## src/hw/rtl/gdm_ram.sv

```systemverilog
`default_nettype none

module gdm_ram #(
   parameter int WIDTH = 64,
   parameter int DEPTH = 16
) (
   input  wire logic                                   clock,
   input  wire logic                                   we,
   input  wire logic [((DEPTH > 1) ? $clog2(DEPTH) : 1)-1:0] waddr,
   input  wire logic [WIDTH-1:0]                       wdata,
   input  wire logic [((DEPTH > 1) ? $clog2(DEPTH) : 1)-1:0] raddr,
   output logic      [WIDTH-1:0]                       rdata
);

   logic [WIDTH-1:0] mem_ff [DEPTH];

   // One write port and one registered read port.
   always_ff @(posedge clock) begin
      if (we) begin
         mem_ff[waddr] <= wdata;
      end
      rdata <= mem_ff[raddr];
   end

endmodule

`default_nettype wire

```

## config.mk

```make
export PLATFORM = sky130hd
export DESIGN_NAME = gdm_ram
export DESIGN_NICKNAME = d
export VERILOG_FILES = /design/src/hw/rtl/gdm_ram.sv
export SDC_FILE = /design/constraint.sdc
export NUM_CORES = 1
export LEC_CHECK = 0
export ABC_AREA = 1
export BUFFER_PORTS_ARGS = -buffer_cell sky130_fd_sc_hd__buf_2
export CAP_MARGIN = 20
export CORE_ASPECT_RATIO = 1.25
export CORE_MARGIN = 2
export CORE_UTILIZATION = 30
export CTS_CLUSTER_SIZE = 20
export DETAILED_ROUTE_END_ITERATION = 16
export GPL_ROUTABILITY_DRIVEN = 0
export MAX_ROUTING_LAYER = met4
export SLEW_MARGIN = 30
export SYNTH_ARGS = -nofsm -noshare
export SYNTH_HDL_FRONTEND = slang
export SYNTH_SLANG_ARGS = --single-unit
```

## constraint.sdc

```tcl
create_clock -name clock -period 9.3 [get_ports clock]
set_input_delay 0.93 -clock clock [delete_from_list [all_inputs] [get_ports clock]]
set_output_delay 0.93 -clock clock [all_outputs]
set_load 0.01 [all_outputs]
```

### Word level (Yosys, flattened, before mapping)

Memory sizes are Yosys's and may differ from the RTL's. A register that Yosys moved wholly into a read port is not among the register bits.
Cells that the tools add are included.

* output and inout port bits: 64
* memories kept: 1
* bits of input ports: 74
* register bits after elaboration: 0
* memory bits (writable): 1024

* mux-type cells: 2

Memories
* mem_ff: depth 16, bits a word 64, read ports 1, clocked after Yosys merged registers in 1, write ports 1, RTL line 15 `logic [WIDTH-1:0] mem_ff [DEPTH];`

Operators by type and width (number)
* $mux W1: 2

### Logic depth before layout (Yosys ltp)

Gate-level depths: netlist (run 1).

* depth after elaboration: 2
* depth in mapped cells: 10

### Least setup slack after synthesis (run 1)

No wires, ideal clock.

* kind: input-to-reg
* from: input port waddr[2] (netlist bit)
* to: memory mem_ff[10][0] (enable)
* arrival: 3822 ps
* slack: 4991 ps
* buffers on the path: 0
* cell stages on the path: 2
* path through: nand3b_1 > nor2_1

RTL lines
* start: declaration: RTL line 9 `input wire logic [((DEPTH > 1) ? $clog2(DEPTH) : 1)-1:0] waddr,`
* end: declaration: RTL line 15

No word-level cell before the write port.

### Final worst setup path (run 1)

* from: input port waddr[3] (netlist bit)
* to: memory mem_ff[5][41] (enable)

No word-level cell before the write port.

==> flow_results.xml, run 1 <==
<?xml version="1.0" encoding="UTF-8"?>
<metrics>
  <group name="run_status">
    <metric name="outcome" unit="">complete, no violations</metric>
  </group>
  <group name="power">
    <metric name="power.static_leakage" unit="nW">21.5</metric>
    <metric name="p_per_area" unit="mW/mm2">204</metric>
    <metric name="sw_share" unit="%">22.0</metric>
    <metric name="irDropWorstVdd" unit="mV">0.145</metric>
    <metric name="clock_power_share" unit="%">41.6</metric>
    <metric name="total_switching_power" unit="mW">2.31</metric>
    <metric name="power.share.combinational" unit="%">5.9</metric>
    <metric name="p_int" unit="mW">8.19</metric>
    <metric name="seqPwrFrac" unit="%">52.5</metric>
  </group>
  <group name="setup_path">
    <metric name="worst_setup_path_startpoint" unit="">waddr[3]</metric>
    <metric name="critPathRequiredTime" unit="ns">9.62</metric>
    <metric name="timing.reg2reg.worst_path_depth" unit="">6</metric>
    <metric name="path_max_fanout" unit="">34</metric>
    <metric name="timing.critical_path.cells" unit="">buf_2 -&gt; nand3b_1 -&gt; nor2_4 -&gt; buf_4 -&gt; buf_4</metric>
    <metric name="cpMostUsedCell" unit="">buf_4</metric>
    <metric name="r2r-end" unit="">rdata[19]$_DFF_P_</metric>
    <metric name="cp_slowest_stage_delay" unit="ns">0.74</metric>
    <metric name="worst_r2r_startpoint" unit="">mem_ff[5][19]$_DFFE_PP_</metric>
    <metric name="cpMaxStageDelayCell" unit="">nor2_4</metric>
    <metric name="worst_path_arrival" unit="ns">3.40</metric>
    <metric name="setup.worst_path.start_class" unit="">input port</metric>
    <metric name="setup.reg_to_reg.worst_slack" unit="ns">8.17</metric>
    <metric name="endpoint_kind" unit="">flop</metric>
    <metric name="crit_type" unit="">input port to flop</metric>
  </group>
  <group name="worst_hold_path">
    <metric name="min_from" unit="">wdata[17]</metric>
    <metric name="hold_path_depth" unit="">1</metric>
    <metric name="holdCritPathClass" unit="">input port to flop</metric>
    <metric name="whs_endpoint" unit="">mem_ff[7][17]$_DFFE_PP_</metric>
  </group>
  <group name="detailed_routing">
    <metric name="vias" unit="">28690</metric>
    <metric name="firstDrtPassIters" unit="">6</metric>
    <metric name="antenna_nets_post_route" unit="">0</metric>
    <metric name="avgViaCountPerCell" unit="">4.47</metric>
    <metric name="routed_wirelength" unit="mm">115</metric>
    <metric name="drc" unit="">0</metric>
    <metric name="1st_iter_drt_viols" unit="">2330</metric>
    <metric name="drt-wirelength-per-cell" unit="um">17.9</metric>
  </group>
  <group name="synthesis">
    <metric name="syn_area_per_cell" unit="um2">10.8</metric>
    <metric name="synthTopCellsByCount" unit="">nand2_1, edfxtp_1, inv_1, nand3_1, buf_2</metric>
    <metric name="synth_area" unit="mm2">0.0453</metric>
    <metric name="ys_seq_area_share" unit="%">70.7</metric>
    <metric name="synth_fp_nets" unit="">4284</metric>
    <metric name="synth-seq-cells" unit="">1088</metric>
    <metric name="synth_ff_type" unit="">edfxtp_1</metric>
    <metric name="synth.yosys.warnings" unit="">0</metric>
    <metric name="syn-instance-count" unit="">4210</metric>
    <metric name="yosys.area.top_type_share" unit="%">67.9</metric>
    <metric name="synth_enable_flop_cells" unit="">1024</metric>
    <metric name="yosysTopAreaCell" unit="">edfxtp_1</metric>
    <metric name="synthTopCellsByArea" unit="">edfxtp_1, nand2_1, nand3_1, inv_1, dfxtp_1</metric>
    <metric name="synth.distinct_cells" unit="">15</metric>
    <metric name="ys_async_sr_fraction" unit="%">0</metric>
    <metric name="synth.most_common_cell" unit="">nand2_1</metric>
  </group>
  <group name="global_routing">
    <metric name="grt_start_max_net_pins" unit="">214</metric>
    <metric name="grt_util_met3" unit="%">3.03</metric>
    <metric name="grt_overflow" unit="">0</metric>
    <metric name="grt_util_met2" unit="%">25.1</metric>
    <metric name="grt_busiest_layer" unit="">met2</metric>
    <metric name="first_global_vias" unit="">27678</metric>
    <metric name="grt_antenna_before_repair" unit="">37</metric>
    <metric name="global_route_wire_length_before_repair" unit="mm">171</metric>
    <metric name="grt_util_met1" unit="%">18.4</metric>
    <metric name="grtUsageTotal" unit="%">15.1</metric>
  </group>
  <group name="timing">
    <metric name="worstMarginPinSlew" unit="ns">1.02</metric>
    <metric name="final-hold-violation-count" unit="">0</metric>
    <metric name="grt_setup_unrepaired" unit="">false</metric>
    <metric name="maxSlewHeadroom" unit="%">32.1</metric>
    <metric name="min_period_over_period" unit="%">33.1</metric>
    <metric name="setup_viol_count_final" unit="">0</metric>
    <metric name="totalNegativeSetupSlack" unit="ns">0</metric>
    <metric name="final.min_clock_period" unit="ns">3.08</metric>
    <metric name="timing.fmax" unit="MHz">325</metric>
    <metric name="timing.clock.skew" unit="ns">0.0242</metric>
    <metric name="timing.hold.ws" unit="ns">0.607</metric>
    <metric name="maxSlewViolCount" unit="">0</metric>
  </group>
  <group name="floorplan">
    <metric name="ios" unit="">138</metric>
    <metric name="std_cell_rows" unit="">159</metric>
    <metric name="die_height" unit="um">438</metric>
    <metric name="initial_utilization" unit="%">30.2</metric>
    <metric name="design.core.area" unit="mm2">0.150</metric>
    <metric name="die_span_x" unit="um">352</metric>
    <metric name="design.die.area" unit="mm2">0.154</metric>
  </group>
  <group name="job">
    <metric name="max_cap_violations" unit="">0</metric>
  </group>
  <group name="placed_design">
    <metric name="detailedPlacementHpwl" unit="mm">56.0</metric>
    <metric name="portBuffers" unit="">137</metric>
  </group>
  <group name="cells_and_area">
    <metric name="multi_input_comb_area" unit="mm2">0.00911</metric>
    <metric name="drive_gt1_share" unit="%">8.31</metric>
    <metric name="nets" unit="">4368</metric>
    <metric name="syn_to_final_growth" unit="%">13.8</metric>
    <metric name="regArea" unit="mm2">0.0320</metric>
    <metric name="fillers" unit="">14761</metric>
  </group>
  <group name="cts">
    <metric name="worst_path_clk_slew" unit="ns">0.06</metric>
    <metric name="postCtsSetupRepairBufs" unit="">0</metric>
    <metric name="tritoncts.num_buffers" unit="">103</metric>
    <metric name="cts.htree.levels" unit="">3</metric>
    <metric name="post_cts_resize_count" unit="">0</metric>
    <metric name="cts-root-buf" unit="">clkbuf_16</metric>
    <metric name="tritoncts_clock_tree" unit="">done</metric>
    <metric name="hold_buffers" unit="">0</metric>
    <metric name="clk_path_buf_depth" unit="">3</metric>
    <metric name="clk-insertion-delay-late" unit="ns">0.70</metric>
    <metric name="clock_sinks" unit="">1088</metric>
  </group>
</metrics>
kinds of logic (layout without fill, tap and decap cells):
logic type,count (synthesis),in the layout,share of synthesized area [%]
and+or+nand+nor,2137,2137,19.9
DFF,1088,1088,70.7
buffers and inverters,985,1153,9.42
other,0,26,0
power by group through the flow:
stage	clock, mW	sequential (mW)	combinational (mW)
2_1_floorplan	0	5.63	0.369
6_report	4.37	5.52	0.617
5_1_grt	4.62	5.53	0.690
3_5_place_dp	0	5.63	0.621
3_3_place_gp	0	5.63	0.608
4_1_cts	4.45	5.53	0.623
final cells by class:
| cell class | instances | area share (%) |
|---|---|---|
| multi-input combinational | 2137 | 17.7 |
| clock buffer | 140 | 5.55 |
| tap | 2012 | 4.88 |
| timing repair buffer | 190 | 2.73 |
| sequential | 1088 | 62.1 |
| antenna | 26 | 0.126 |
| inverter | 774 | 5.70 |
| clock inverter | 49 | 1.22 |
state kept, by name, indices dropped and copies added (netlist names):
name	flops
mem_ff	1024
rdata	64
layer usage:
metal  vias to the layer above  part of all wire, %
met4                         0                  2.7
met1                     13850                   43
met5                         -                    0
li1                      13784                    -
met3                       208                  6.8
met2                       848                   48
how the worst max path moves through the flow:
stage,end,slack (ns),cells past startpoint
after detailed placement,rdata[44]$_DFF_P_,5.28,7
after global placement,rdata[34]$_DFF_P_,5.31,7
after global routing,rdata[38]$_DFF_P_,6.06,8
after CTS,rdata[49]$_DFF_P_,6.03,7
after floorplan,mem_ff[10][0]$_DFFE_PP_,4.99,2
final,mem_ff[5][41]$_DFFE_PP_,6.22,5
through the flow:
stage	std cells	setup WS (ns)	total power, mW	area [um2]	util, %
global placement	6187	5.31	6.24	47600	31.7
CTS	6388	6.03	10.6	51500	34.3
floorplan	4210	4.99	6.00	45300	-
detailed placement	6199	5.28	6.25	48000	32.0
global route	6413	6.06	10.8	51500	34.4
finish	6416	6.22	10.5	51600	34.4
worst max-delay path: cells and delay by family:
kind	cells	cell delay (ns)
buf+inv	3	1.26
simple gates	2	1.13
layout by cell type (no fill, tap or decap):
| master | Yosys | layout |
|---|---|---|
| clkbuf_8 | 0 | 8 |
| buf_6 | 46 | 7 |
| inv_16 | 0 | 1 |
| inv_1 | 771 | 770 |
| clkinv_1 | 0 | 9 |
| clkbuf_16 | 0 | 106 |
| inv_4 | 0 | 1 |
| diode_2 | 0 | 26 |
| buf_8 | 1 | 2 |
| nand3_1 | 769 | 769 |
| buf_2 | 116 | 133 |
| inv_8 | 0 | 2 |
| nor2_4 | 0 | 16 |
| edfxtp_1 | 1024 | 1024 |
| clkinvlp_4 | 0 | 1 |
| buf_12 | 0 | 4 |
| clkinv_8 | 0 | 2 |
| bufinv_16 | 0 | 14 |
| clkinv_2 | 0 | 18 |
| dfxtp_1 | 64 | 64 |
| inv_6 | 1 | 5 |
| buf_16 | 0 | 11 |
| buf_4 | 16 | 33 |
| nand2_1 | 1349 | 1349 |
| nand3b_1 | 2 | 2 |
| clkbuf_1 | 21 | 26 |
| nor2_1 | 17 | 1 |
Power figures use the tool's default switching activity.
==> run 2, diff against run 1 <==
==> constraint.sdc (replaced) <==
create_clock -name clock -period 3 [get_ports clock]
set_input_delay 0.3 -clock clock [delete_from_list [all_inputs] [get_ports clock]]
set_output_delay 0.3 -clock clock [all_outputs]
set_load 0.01 [all_outputs]
==> flow_results.xml, run 2 (same netlist as run 1, synthesis figures left out) <==
<?xml version="1.0" encoding="UTF-8"?>
<metrics>
  <group name="power">
    <metric name="irDropWorstVdd" unit="mV">0.477</metric>
    <metric name="total_power" unit="mW">32.3</metric>
    <metric name="p_per_area" unit="mW/mm2">620</metric>
    <metric name="power.static_leakage" unit="nW">21.7</metric>
  </group>
  <group name="worst_hold_path">
    <metric name="whs_endpoint" unit="">rdata[13]$_DFF_P_</metric>
    <metric name="hold_path_depth" unit="">6</metric>
    <metric name="min_from" unit="">raddr[0]</metric>
    <metric name="holdCritPathClass" unit="">input port to flop</metric>
  </group>
  <group name="cells_and_area">
    <metric name="nets" unit="">4432</metric>
    <metric name="drive_gt1_share" unit="%">8.12</metric>
    <metric name="syn_to_final_growth" unit="%">15.2</metric>
    <metric name="layout_commonest_cell" unit="">nand2_1</metric>
    <metric name="largest_register_ffs" unit="">1024</metric>
    <metric name="layout_top_registers" unit="">mem_ff (1024), rdata (64)</metric>
    <metric name="final_cell_count_no_fill" unit="">6471</metric>
    <metric name="layout_common_cells" unit="">nand2_1, edfxtp_1, inv_1</metric>
    <metric name="regMostFlops" unit="">mem_ff</metric>
  </group>
  <group name="setup_path">
    <metric name="cp_slowest_stage_delay" unit="ns">0.49</metric>
    <metric name="path_max_fanout" unit="">1</metric>
    <metric name="cpMaxStageDelayCell" unit="">dfxtp_1</metric>
    <metric name="endpoint_kind" unit="">output pin</metric>
    <metric name="critPathRequiredTime" unit="ns">2.70</metric>
    <metric name="timing.reg2reg.worst_path_depth" unit="">6</metric>
    <metric name="worst_r2r_startpoint" unit="">mem_ff[15][1]$_DFFE_PP_</metric>
    <metric name="crit_type" unit="">flop to output pin</metric>
    <metric name="timing.critical_path.cells" unit="">buf_2</metric>
    <metric name="worst_path_arrival" unit="ns">1.38</metric>
    <metric name="r2r-end" unit="">rdata[1]$_DFF_P_</metric>
    <metric name="worstPathBufferInverterCount" unit="">1</metric>
    <metric name="setup.reg_to_reg.worst_slack" unit="ns">1.91</metric>
    <metric name="setup.worst_path.start_class" unit="">flop</metric>
    <metric name="cp_top_family" unit="">flip-flops</metric>
  </group>
  <group name="global_routing">
    <metric name="grt_busiest_layer" unit="">met2</metric>
    <metric name="grtUsageTotal" unit="%">15.0</metric>
    <metric name="grt_overflow" unit="">0</metric>
    <metric name="grt_antenna_before_repair" unit="">13</metric>
    <metric name="global_route_wire_length_before_repair" unit="mm">171</metric>
    <metric name="grt_util_met1" unit="%">19.4</metric>
    <metric name="first_global_vias" unit="">28024</metric>
    <metric name="grt_util_met2" unit="%">24.0</metric>
    <metric name="grt_util_met3" unit="%">2.70</metric>
    <metric name="grt_start_max_net_pins" unit="">155</metric>
  </group>
  <group name="floorplan">
    <metric name="std_cell_rows" unit="">159</metric>
    <metric name="design.die.area" unit="mm2">0.154</metric>
    <metric name="die_height" unit="um">438</metric>
    <metric name="initial_utilization" unit="%">30.2</metric>
    <metric name="die_span_x" unit="um">352</metric>
    <metric name="ios" unit="">138</metric>
    <metric name="design.core.area" unit="mm2">0.150</metric>
  </group>
  <group name="timing">
    <metric name="min_period_over_period" unit="%">56.0</metric>
    <metric name="grt_setup_unrepaired" unit="">false</metric>
    <metric name="maxSlewViolCount" unit="">0</metric>
    <metric name="final-hold-violation-count" unit="">0</metric>
    <metric name="timing.hold.ws" unit="ns">0.200</metric>
    <metric name="totalNegativeSetupSlack" unit="ns">0</metric>
    <metric name="worst_slack" unit="ns">1.32</metric>
    <metric name="timing.fmax" unit="MHz">595</metric>
    <metric name="worstMarginPinSlew" unit="ns">0.909</metric>
    <metric name="final.min_clock_period" unit="ns">1.68</metric>
    <metric name="maxSlewHeadroom" unit="%">39.4</metric>
    <metric name="timing.clock.skew" unit="ns">0.0127</metric>
    <metric name="setup_viol_count_final" unit="">0</metric>
  </group>
  <group name="detailed_routing">
    <metric name="avgViaCountPerCell" unit="">4.48</metric>
    <metric name="routed_wirelength" unit="mm">113</metric>
    <metric name="antenna_nets_post_route" unit="">0</metric>
    <metric name="firstDrtPassIters" unit="">5</metric>
    <metric name="drc" unit="">0</metric>
    <metric name="drt-wirelength-per-cell" unit="um">17.5</metric>
    <metric name="1st_iter_drt_viols" unit="">2560</metric>
    <metric name="vias" unit="">28991</metric>
  </group>
  <group name="cts">
    <metric name="hold_buffers" unit="">64</metric>
    <metric name="clock_sinks" unit="">1088</metric>
    <metric name="tritoncts.num_buffers" unit="">102</metric>
    <metric name="cts-root-buf" unit="">clkbuf_16</metric>
    <metric name="tritoncts_clock_tree" unit="">done</metric>
    <metric name="clk-insertion-delay-late" unit="ns">0.69</metric>
    <metric name="worst_path_clk_slew" unit="ns">0.06</metric>
    <metric name="postCtsSetupRepairBufs" unit="">0</metric>
    <metric name="post_cts_resize_count" unit="">0</metric>
    <metric name="cts.htree.levels" unit="">3</metric>
    <metric name="clk_path_buf_depth" unit="">3</metric>
  </group>
  <group name="job">
    <metric name="max_cap_violations" unit="">0</metric>
  </group>
  <group name="placed_design">
    <metric name="portBuffers" unit="">137</metric>
    <metric name="detailedPlacementHpwl" unit="mm">55.4</metric>
    <metric name="place_worst_setup_slack" unit="ns">0.941</metric>
    <metric name="placedCellCount" unit="">6202</metric>
  </group>
  <group name="run_status">
    <metric name="outcome" unit="">complete, no violations</metric>
  </group>
</metrics>
-- run 2: cell count changes in the layout (fill, tap and decap cells not counted), moves of 2 or more --
cell | previous run | this run
dlygate4sd3_1 | 0 | 64
buf_6 | 7 | 1
bufinv_16 | 14 | 10
buf_4 | 33 | 25
buf_12 | 4 | 30
clkbuf_8 | 8 | 12
inv_6 | 5 | 7
clkbuf_1 | 26 | 37
clkinv_1 | 9 | 7
diode_2 | 26 | 11
clkinv_2 | 18 | 14
buf_16 | 11 | 0
clkinv_8 | 2 | 0
-- run 2: final cells by class --
| cell class | instances | area (um2) |
|---|---|---|
| Clock inverter | 40 | 473 |
| Fill cell | 14829 | 97800 |
| Tap cell | 2012 | 2520 |
| Sequential cell | 1088 | 32000 |
| Timing Repair Buffer | 255 | 2140 |
| Clock buffer | 154 | 2930 |
| Antenna cell | 11 | 27.5 |
| Multi-Input combinational cell | 2137 | 9110 |
| Inverter | 774 | 2940 |
-- run 2: how the worst max path moves through the flow --
stage                 startpoint                      end  slack [ns]  cells after the start
3_5_place_dp            waddr[3]  mem_ff[4][42]$_DFFE_PP_        0.94                      4
4_1_cts        rdata[32]$_DFF_P_                rdata[32]        1.26                      1
5_1_grt        rdata[16]$_DFF_P_                rdata[16]        1.28                      1
6_report       rdata[32]$_DFF_P_                rdata[32]        1.32                      1
3_3_place_gp            raddr[0]        rdata[60]$_DFF_P_        0.97                      8
2_1_floorplan           waddr[2]  mem_ff[10][0]$_DFFE_PP_       -0.68                      2
-- run 2: metal layers --
| layer | wire [um] | vias to the layer above | share of wire, % |
|---|---|---|---|
| li1 | - | 13895 | - |
| met5 | 0 | - | 0 |
| met4 | 2850 | 0 | 2.5 |
| met2 | 54000 | 790 | 48 |
| met1 | 49900 | 14126 | 44 |
| met3 | 6590 | 180 | 5.8 |
-- run 2: metrics by stage --
| stage | util [%] | area (um2) |
|---|---|---|
| final | 34.8 | 52200 |
| after global routing | 34.8 | 52200 |
| after CTS | 34.8 | 52100 |
| after detailed placement | 32.1 | 48100 |
| after global placement | 32.1 | 48100 |
| after floorplan | - | 45300 |
-- run 2: power by group --
group | total [mW] | internal [mW] | switching, mW
Clock | 13.2 | 7.62 | 5.57
Sequential | 17.1 | 17.0 | 0.125
Combinational | 2.04 | 0.602 | 1.44
-- run 2: tightest hold or removal path, delay by kind of cell --
family,cells,cell delay (ns)
and+or+nand+nor,5,0.36
buffers and inverters,1,0.19
